==> src/rtl/core/tsc_pkg.sv <==
// Shared types, constants and term tables for the Taylor sine/cosine block.
// No dependencies; used by tsc_front, tsc_queue, tsc_back and taylor_sine_cosine.
package tsc_pkg;

  localparam int PHASE_W = 32;
  localparam int OUT_W   = 32;
  localparam int MAG_W   = 32;
  localparam int QDEPTH  = 2;

  localparam logic signed [32:0] PI_Q24     = 33'sd52707179;
  localparam logic signed [32:0] TWO_PI_Q24 = 33'sd105414358;
  localparam logic [32:0]        ONE_Q30    = 33'h040000000;

  localparam logic [2:0] SIN_LAST = 3'd4;  // five terms after t1
  localparam logic [2:0] COS_LAST = 3'd5;  // six terms after t0

  typedef struct packed {
    logic              neg;
    logic [MAG_W-1:0]  mag;
  } tsc_item_t;

  // n*(n-1) for each later term
  function automatic logic [7:0] term_div(input logic cos_sel, input logic [2:0] k);
    logic [7:0] d;
    d = 8'd2;
    if (cos_sel) begin
      unique case (k)
        3'd0: d = 8'd2;
        3'd1: d = 8'd12;
        3'd2: d = 8'd30;
        3'd3: d = 8'd56;
        3'd4: d = 8'd90;
        3'd5: d = 8'd132;
        default: d = 8'd2;
      endcase
    end else begin
      unique case (k)
        3'd0: d = 8'd6;
        3'd1: d = 8'd20;
        3'd2: d = 8'd42;
        3'd3: d = 8'd72;
        3'd4: d = 8'd110;
        default: d = 8'd6;
      endcase
    end
    return d;
  endfunction

  // floor(2^32 / d), coarse reciprocal
  function automatic logic [31:0] term_recip(input logic cos_sel, input logic [2:0] k);
    logic [31:0] r;
    r = 32'd2147483648;
    if (cos_sel) begin
      unique case (k)
        3'd0: r = 32'd2147483648;
        3'd1: r = 32'd357913941;
        3'd2: r = 32'd143165576;
        3'd3: r = 32'd76695844;
        3'd4: r = 32'd47721858;
        3'd5: r = 32'd32537631;
        default: r = 32'd2147483648;
      endcase
    end else begin
      unique case (k)
        3'd0: r = 32'd715827882;
        3'd1: r = 32'd214748364;
        3'd2: r = 32'd102261126;
        3'd3: r = 32'd59652323;
        3'd4: r = 32'd39045157;
        default: r = 32'd715827882;
      endcase
    end
    return r;
  endfunction

  // ceil(2^20 / d), exact quotient for a 12-bit remainder
  function automatic logic [19:0] term_fine(input logic cos_sel, input logic [2:0] k);
    logic [19:0] f;
    f = 20'd524288;
    if (cos_sel) begin
      unique case (k)
        3'd0: f = 20'd524288;
        3'd1: f = 20'd87382;
        3'd2: f = 20'd34953;
        3'd3: f = 20'd18725;
        3'd4: f = 20'd11651;
        3'd5: f = 20'd7944;
        default: f = 20'd524288;
      endcase
    end else begin
      unique case (k)
        3'd0: f = 20'd174763;
        3'd1: f = 20'd52429;
        3'd2: f = 20'd24967;
        3'd3: f = 20'd14564;
        3'd4: f = 20'd9533;
        default: f = 20'd174763;
      endcase
    end
    return f;
  endfunction

  function automatic logic [OUT_W-1:0] sat32(input logic signed [36:0] v);
    logic [OUT_W-1:0] s;
    if (v > 37'sd2147483647)
      s = 32'h7fffffff;
    else if (v < -37'sd2147483648)
      s = 32'h80000000;
    else
      s = v[31:0];
    return s;
  endfunction

endpackage

==> src/rtl/core/tsc_front.sv <==
// Front end: accepts a phase, wraps it into [-pi, pi] in five greedy steps of 2^j * 2pi.
// Depends on tsc_pkg; feeds tsc_queue with sign and Q.30 magnitude.
module tsc_front (
  input  logic                              clk,
  input  logic                              rst,
  input  logic                              in_valid,
  output logic                              in_ready,
  input  logic [tsc_pkg::PHASE_W-1:0]       in_phase,
  output logic                              push,
  input  logic                              full,
  output tsc_pkg::tsc_item_t                item
);

  logic              busy;
  logic [2:0]        steps;
  logic              pos;
  logic              neg;
  logic signed [32:0] ph;
  logic signed [32:0] in_ext;
  logic signed [32:0] stride;
  logic signed [32:0] cand_sub;
  logic signed [32:0] cand_add;
  logic [2:0]        j;
  logic signed [32:0] ph_abs;

  assign in_ready = !busy;
  assign in_ext   = {in_phase[tsc_pkg::PHASE_W-1], in_phase};
  assign j        = steps - 3'd1;
  assign stride   = tsc_pkg::TWO_PI_Q24 <<< j;
  assign cand_sub = ph - stride;
  assign cand_add = ph + stride;
  assign ph_abs   = ph[32] ? -ph : ph;

  assign push     = busy && (steps == 3'd0) && !full;
  assign item.neg = ph[32];
  assign item.mag = {ph_abs[25:0], 6'b0};

  always_ff @(posedge clk) begin
    if (rst) begin
      busy  <= 1'b0;
      steps <= 3'd0;
    end else if (in_valid && in_ready) begin
      busy  <= 1'b1;
      steps <= 3'd5;
      ph    <= in_ext;
      pos   <= in_ext > tsc_pkg::PI_Q24;
      neg   <= in_ext < -tsc_pkg::PI_Q24;
    end else if (busy) begin
      if (steps != 3'd0) begin
        steps <= steps - 3'd1;
        // take the largest multiple that keeps the phase inside the window
        if (pos && (cand_sub > -tsc_pkg::PI_Q24))
          ph <= cand_sub;
        else if (neg && (cand_add < tsc_pkg::PI_Q24))
          ph <= cand_add;
      end else if (!full) begin
        busy <= 1'b0;
      end
    end
  end

endmodule

==> src/rtl/core/tsc_queue.sv <==
// Two-entry request queue between the reduction front end and the series back end.
// Depends on tsc_pkg for the entry type.
module tsc_queue #(
  parameter int DEPTH = tsc_pkg::QDEPTH
) (
  input  logic               clk,
  input  logic               rst,
  input  logic               push,
  input  tsc_pkg::tsc_item_t wr_item,
  output logic               full,
  input  logic               pop,
  output logic               empty,
  output tsc_pkg::tsc_item_t rd_item
);

  localparam int AW = (DEPTH > 1) ? $clog2(DEPTH) : 1;

  tsc_pkg::tsc_item_t mem [DEPTH];
  logic [AW-1:0]      wr_ptr;
  logic [AW-1:0]      rd_ptr;
  logic [AW:0]        count;

  assign full    = (count == (AW+1)'(DEPTH));
  assign empty   = (count == '0);
  assign rd_item = mem[rd_ptr];

  always_ff @(posedge clk) begin
    if (push)
      mem[wr_ptr] <= wr_item;
  end

  always_ff @(posedge clk) begin
    if (rst) begin
      wr_ptr <= '0;
      rd_ptr <= '0;
      count  <= '0;
    end else begin
      if (push)
        wr_ptr <= (wr_ptr == AW'(DEPTH-1)) ? '0 : wr_ptr + 1'b1;
      if (pop)
        rd_ptr <= (rd_ptr == AW'(DEPTH-1)) ? '0 : rd_ptr + 1'b1;
      if (push && !pop)
        count <= count + 1'b1;
      else if (pop && !push)
        count <= count - 1'b1;
    end
  end

endmodule

==> src/rtl/core/tsc_back.sv <==
// Back end: evaluates both Taylor series on one shared multiplier, term by term.
// Depends on tsc_pkg for term tables and saturation; drives the output register.
module tsc_back (
  input  logic                       clk,
  input  logic                       rst,
  input  logic                       empty,
  output logic                       pop,
  input  tsc_pkg::tsc_item_t         item,
  output logic                       out_valid,
  input  logic                       out_ready,
  output logic [tsc_pkg::OUT_W-1:0]  out_sine,
  output logic [tsc_pkg::OUT_W-1:0]  out_cosine
);

  localparam logic [2:0] B_IDLE = 3'd0;
  localparam logic [2:0] B_X2   = 3'd1;
  localparam logic [2:0] B_P    = 3'd2;
  localparam logic [2:0] B_Q0   = 3'd3;
  localparam logic [2:0] B_R    = 3'd4;
  localparam logic [2:0] B_Q1   = 3'd5;

  logic [2:0]          state;
  logic                neg;
  logic [31:0]         mag;
  logic [33:0]         x2;
  logic [32:0]         t;
  logic [35:0]         p;
  logic [35:0]         q0;
  logic [11:0]         rem;
  logic                cos_sel;
  logic [2:0]          k;
  logic signed [36:0]  acc;
  logic signed [36:0]  sacc;

  logic [33:0]         mul_a;
  logic [33:0]         mul_b;
  logic [67:0]         prod;
  logic [7:0]          dv;
  logic [43:0]         qd;
  logic [31:0]         fine_prod;
  logic [35:0]         q_new;
  logic signed [36:0]  q_s;
  logic signed [36:0]  acc_next;
  logic                last;
  logic                finish;
  logic                load_out;
  logic signed [36:0]  sine_val;

  always_comb begin
    unique case (state)
      B_X2:    begin mul_a = {2'b0, mag};      mul_b = {2'b0, mag}; end
      B_P:     begin mul_a = {1'b0, t};        mul_b = x2; end
      B_Q0:    begin mul_a = {2'b0, p[35:4]};
                     mul_b = {2'b0, tsc_pkg::term_recip(cos_sel, k)}; end
      default: begin mul_a = '0;               mul_b = '0; end
    endcase
  end

  assign prod      = mul_a * mul_b;
  assign dv        = tsc_pkg::term_div(cos_sel, k);
  assign qd        = q0 * dv;
  assign fine_prod = rem * tsc_pkg::term_fine(cos_sel, k);
  assign q_new     = q0 + 36'(fine_prod[31:20]);
  assign q_s       = 37'($signed({1'b0, q_new}));
  // odd-numbered terms after the first one are subtracted
  assign acc_next  = k[0] ? acc + q_s : acc - q_s;
  assign last      = cos_sel ? (k == tsc_pkg::COS_LAST) : (k == tsc_pkg::SIN_LAST);
  assign finish    = (state == B_Q1) && cos_sel && last;
  assign load_out  = finish && (!out_valid || out_ready);
  assign sine_val  = neg ? -sacc : sacc;
  assign pop       = (state == B_IDLE) && !empty;

  always_ff @(posedge clk) begin
    if (rst) begin
      state     <= B_IDLE;
      out_valid <= 1'b0;
    end else begin
      if (load_out)
        out_valid <= 1'b1;
      else if (out_valid && out_ready)
        out_valid <= 1'b0;
      unique case (state)
        B_IDLE: begin
          if (!empty) begin
            neg   <= item.neg;
            mag   <= item.mag;
            state <= B_X2;
          end
        end
        B_X2: begin
          x2      <= prod[63:30];
          t       <= {1'b0, mag};
          acc     <= 37'($signed({1'b0, mag}));
          cos_sel <= 1'b0;
          k       <= 3'd0;
          state   <= B_P;
        end
        B_P: begin
          p     <= prod[65:30];
          state <= B_Q0;
        end
        B_Q0: begin
          q0    <= prod[63:28];
          state <= B_R;
        end
        B_R: begin
          rem   <= p[11:0] - qd[11:0];
          state <= B_Q1;
        end
        B_Q1: begin
          if (finish) begin
            // hold the final term until the output register frees up
            if (load_out) begin
              out_sine   <= tsc_pkg::sat32(sine_val);
              out_cosine <= tsc_pkg::sat32(acc_next);
              state      <= B_IDLE;
            end
          end else if (last) begin
            sacc    <= acc_next;
            cos_sel <= 1'b1;
            k       <= 3'd0;
            t       <= tsc_pkg::ONE_Q30;
            acc     <= 37'($signed({4'b0, tsc_pkg::ONE_Q30}));
            state   <= B_P;
          end else begin
            t     <= q_new[32:0];
            acc   <= acc_next;
            k     <= k + 3'd1;
            state <= B_P;
          end
        end
        default: state <= B_IDLE;
      endcase
    end
  end

endmodule

==> src/rtl/core/taylor_sine_cosine.sv <==
// Channel   Dir  Width  Contents
// s_axis    in   32     tdata: phase (Q8.24)
// m_axis    out  64     tdata: sine [31:0], cosine [63:32] (Q2.30)
//
// An item passes through the front end (five wrap steps and a push), then the back
// end: a pop, squaring, then the states B_P, B_Q0, B_R and B_Q1 for each series term
// on the one shared multiplier, eleven terms. The back end sets throughput: it pops
// an item only when idle. Reset is synchronous and empties the queue and output register.
// A stalled output holds the back end on its last term; the front keeps filling the queue.
// Depends on tsc_pkg, tsc_front, tsc_queue, tsc_back.
module taylor_sine_cosine #(
  parameter int QDEPTH = tsc_pkg::QDEPTH
) (
  input  logic        clk,
  input  logic        rst,
  input  logic        s_tvalid,
  output logic        s_tready,
  input  logic [31:0] s_tdata,   // [31:0] phase
  output logic        m_tvalid,
  input  logic        m_tready,
  output logic [63:0] m_tdata    // [31:0] sine, [63:32] cosine
);

  tsc_pkg::tsc_item_t f_item;
  tsc_pkg::tsc_item_t b_item;
  logic               push;
  logic               full;
  logic               pop;
  logic               empty;
  logic [31:0]        sine;
  logic [31:0]        cosine;

  tsc_front u_front (
    .clk      (clk),
    .rst      (rst),
    .in_valid (s_tvalid),
    .in_ready (s_tready),
    .in_phase (s_tdata),
    .push     (push),
    .full     (full),
    .item     (f_item)
  );

  tsc_queue #(.DEPTH(QDEPTH)) u_queue (
    .clk     (clk),
    .rst     (rst),
    .push    (push),
    .wr_item (f_item),
    .full    (full),
    .pop     (pop),
    .empty   (empty),
    .rd_item (b_item)
  );

  tsc_back u_back (
    .clk        (clk),
    .rst        (rst),
    .empty      (empty),
    .pop        (pop),
    .item       (b_item),
    .out_valid  (m_tvalid),
    .out_ready  (m_tready),
    .out_sine   (sine),
    .out_cosine (cosine)
  );

  assign m_tdata = {cosine, sine};

endmodule

==> config.mk <==
export PLATFORM = sky130hd
export DESIGN_NAME = taylor_sine_cosine
export DESIGN_NICKNAME = d
export VERILOG_FILES = /design/src/rtl/core/tsc_pkg.sv /design/src/rtl/core/tsc_front.sv /design/src/rtl/core/tsc_queue.sv /design/src/rtl/core/tsc_back.sv /design/src/rtl/core/taylor_sine_cosine.sv
export SDC_FILE = /design/constraint.sdc
export NUM_CORES = 2
export LEC_CHECK = 0
export BUFFER_PORTS_ARGS = -buffer_cell sky130_fd_sc_hd__buf_2
export CORE_MARGIN = 3
export CORE_UTILIZATION = 45
export CTS_CLUSTER_SIZE = 8
export DETAILED_ROUTE_END_ITERATION = 8
export SYNTH_ARGS = -nofsm -noshare
export SYNTH_HDL_FRONTEND = slang
export SYNTH_SLANG_ARGS = --single-unit
==> constraint.sdc <==
create_clock -name clk -period 17.96 [get_ports clk]
set_input_delay 0 -clock clk [delete_from_list [all_inputs] [get_ports clk]]
set_output_delay 0 -clock clk [all_outputs]
set_load 0.005 [all_outputs]
==> impl_results.md <==
- Summed negative setup slack over all endpoints: 0 ps
- Mean instance size in the synthesized netlist: 9.15 um2
- Peak per-stage delay on the critical path: 820 ps
- Post-synthesis to final-layout area growth: 7.11%
- Synth area leader: fa_1
- Core outline area: 0.152 mm2
- Global-route congestion overflow total: 0
- Worst hold stages: 4
- CP Data Arrival Time: 16350 ps
- Number of flops mapped to enable cells by yosys: 409
- Kind of critical path: flip-flop to flip-flop
- Clock latency on the worst-skew pair: 650 ps
- Via count normalized by instance count: 5.58
- I/O pin cnt: 102
- Routed wire per std cell: 22.7 um
- Detailed-routing iteration count for the pre-antenna-repair pass: 6
- Setup slack, reg-to-reg: 1990 ps
- Number of levels in the clock H-tree: 2
- Portion of the clock cycle consumed by the worst path in the final layout: 0.889
- Crit-path slowest cell: nand3_1
- CTS root buf: clkbuf_16
- Overall die width: 398 um
- Classification of the worst-slack hold path: input pin to flip-flop
- Distinct cell type count after synthesis: 96
- Half-perimeter wire length after placement: 165 mm
- Effective utilization at floorplan: 0.454
- Worst reg2reg path depth: 53
- Layout cell share with drive strength beyond 1: 0.0585
- Worst-path maximum fanout: 35
- Standard cell area after detailed placement: 0.0719 mm2
- Routability Congestion: 0.940
- Seq/Total Area, Yosys: 0.181
- Largest net degree at the start of global routing: 69
- Number of DRC violations after detailed-routing iteration 0: 4452
- Crit. End Element: flip-flop
- Clock transition at the registers of the reported paths: 60 ps
- Placed Instances: 9416
- Clock buffer count from CTS: 60
- Clock tree from TritonCTS: built
- Total of buffers placed on input and output ports: 101
- Post-Synthesis Cells: 7545
- Final Instance Area: 0.0740 mm2
- Clock period minus worst slack: 15970 ps
- Transition at the pin with the smallest max-transition slack: 1330 ps
- Count of final max-slew check failures: 0
- Largest clock skew in the final design: 76.6 ps
- Detailed Route WL: 217 mm
- Post-layout nets: 9208
- Standard-cell rows: 143
- Final setup fails: 0
- Buffer levels on the longest clock path: 3
- DRC errors left: 0
- Max-cap check violation count: 0
- Net count of the mapped netlist: 9268
- Cell area after synthesis: 0.0691 mm2
- Yosys warns: 0
- Wire length of the first global-routing pass: 336 mm
- Vias after detailed routing: 53316
- Outcome: complete, no violations
- Post-Route Utilization: 0.486
- Total die area: 0.158 mm2
- FFs w/ async S/R, synth: 0
- Post-synthesis register bit count: 421
- Fmax: 62.6 MHz
- Final cell count without fillers: 9548
- Antenna violations before repair: 14
- CP required: 18340 ps
- Worst max-slew margin expressed relative to the limit: 0.109
- Startpoint class of the critical path: flip-flop
- Clock Sinks: 421
- Most area-consuming cells after synthesis: fa_1 35%, edfxtp_1 18%, ha_1 8.9%
- Number of global-route vias before repair: 55966
- Post-route ant nets: 0
- Most used DFF post-synth: edfxtp_1
- Count of endpoints failing hold in the final timing report: 0
- Overall track demand over capacity in global routing: 0.277
- Vertical die dimension: 398 um
- RSZ-0062 raised after global routing: no
- Cell type with the highest occurrence count on the critical path: a21oi_1
- Area share of the largest cell type after synthesis: 0.346
cell usage in the layout, fill, tap and decap left out, types with 12 or more instances in the layout:
cell type	instances
o41ai_1	17
o31ai_1	38
fa_1	1193
a211oi_1	23
buf_4	116
or2_2	16
dlygate4sd3_1	37
nand2b_1	60
nand2_1	1253
or3_1	33
a21o_1	132
and3_1	53
xnor2_1	181
o21ai_1	17
mux2_2	39
nor2b_1	50
edfxtp_1	409
ha_1	494
a31oi_1	32
o21a_1	26
clkbuf_1	26
o21bai_1	25
a22oi_1	22
or4_1	19
a21oi_2	23
nor4_1	28
o211ai_1	15
nor3_1	61
xor2_1	112
nor2_1	448
nor3_2	12
nand3_1	67
a21oi_1	214
and2_1	175
inv_1	1373
mux2i_1	13
buf_2	101
o21ai_0	240
clkbuf_16	60
nand4_1	44
sequential cells by signal, summed over array words and instances (netlist names), 2 cells and up:
register and count:
u_queue.count 2, u_back.k 3, u_front.ph 33, u_back.mag 26, u_front.steps 3, u_back.acc 37
u_queue.mem 54, u_back.x2 34, u_back.out_cosine 32, u_back.sacc 37, u_back.q0 36, u_back.t 33
u_back.p 36, u_back.state 3, u_back.out_sine 32, u_back.rem 12
cell usage after synthesis (26+ instances only):
cell type	count
o21a_1	26
xor2_1	112
nand2_1	1254
nor2_1	457
xnor2_1	181
and2_1	175
a21o_1	132
nor4_1	29
mux2_2	39
nor3_1	73
clkbuf_1	332
or3_1	33
nor2b_1	53
edfxtp_1	409
nand2b_1	60
and3_1	53
fa_1	1193
ha_1	494
nand3_1	68
o31ai_1	39
nand4_1	44
a31oi_1	33
o21ai_0	246
a21oi_1	243
inv_1	1373
per-stage QoR:
stage / hold slack (ps) / setup WS [ps]
global placement: 306 / 2620
global route: 206 / 774
finish: 208 / 1990
detailed placement: 306 / 2360
floorplan: 174 / 5550
CTS: 154 / 2240
worst max-delay path: cells and delay by family, from the launching register on:
kind,cells,cell delay (ps)
AOI/OAI and AO/OA,18,5530
xor gates and xnor gates,2,320
and+or+nand+nor,17,4340
adders and majority gates,9,3870
DFF,1,320
buffers and inverters,7,1300
final cells by class:
| type | instances | area [um2] |
|---|---|---|
| diodes | 2 | 5.00 |
| clock buffers | 87 | 1610 |
| clock inverters | 6 | 80.1 |
| fillers | 14335 | 78300 |
| inverters | 1376 | 5160 |
| multi-input cells | 5372 | 50300 |
| flip-flops and latches | 421 | 12500 |
| well taps | 2030 | 2540 |
| repair buffers | 254 | 1750 |
timing repair:
item,4_1_cts,5_1_grt
hold endpoints to repair,47,0
hold buffers,37,0
resized for setup,0,0
setup buffers,0,0
cell families after synthesis:
logic type / count (synthesis) / synth area share
mux: 59 / 0.00938
flops: 421 / 0.181
simple gates: 2371 / 0.152
fa+ha+maj: 1687 / 0.435
xor+xnor: 294 / 0.0374
compound gates: 961 / 0.0891
buf+inv: 1752 / 0.0957
metal layers:
layer | wire length [um] | global-route usage | part of all wire
met5 | 28 | 0 | 0.00013
met4 | 8930 | 0.0973 | 0.041
met3 | 15600 | 0.0388 | 0.072
met2 | 102000 | 0.456 | 0.47
met1 | 90200 | 0.376 | 0.42
final timing paths:
kind	to	start
worst min-delay path	u_front.ph[29]$_DFFE_PP_	s_tdata[29]
worst min register to register	u_front.steps[2]$_SDFFE_PP0P_	u_front.steps[2]$_SDFFE_PP0P_
worst max register to register	u_back.out_cosine[6]$_SDFFCE_PN1P_	u_back.k[0]$_SDFFCE_PP0P_
worst max-delay path	u_back.out_cosine[6]$_SDFFCE_PN1P_	u_back.k[0]$_SDFFCE_PP0P_
Power is left out: the tool's default activity adds up to more than one toggle a clock period on the data nets, which glitch-free logic cannot reach.
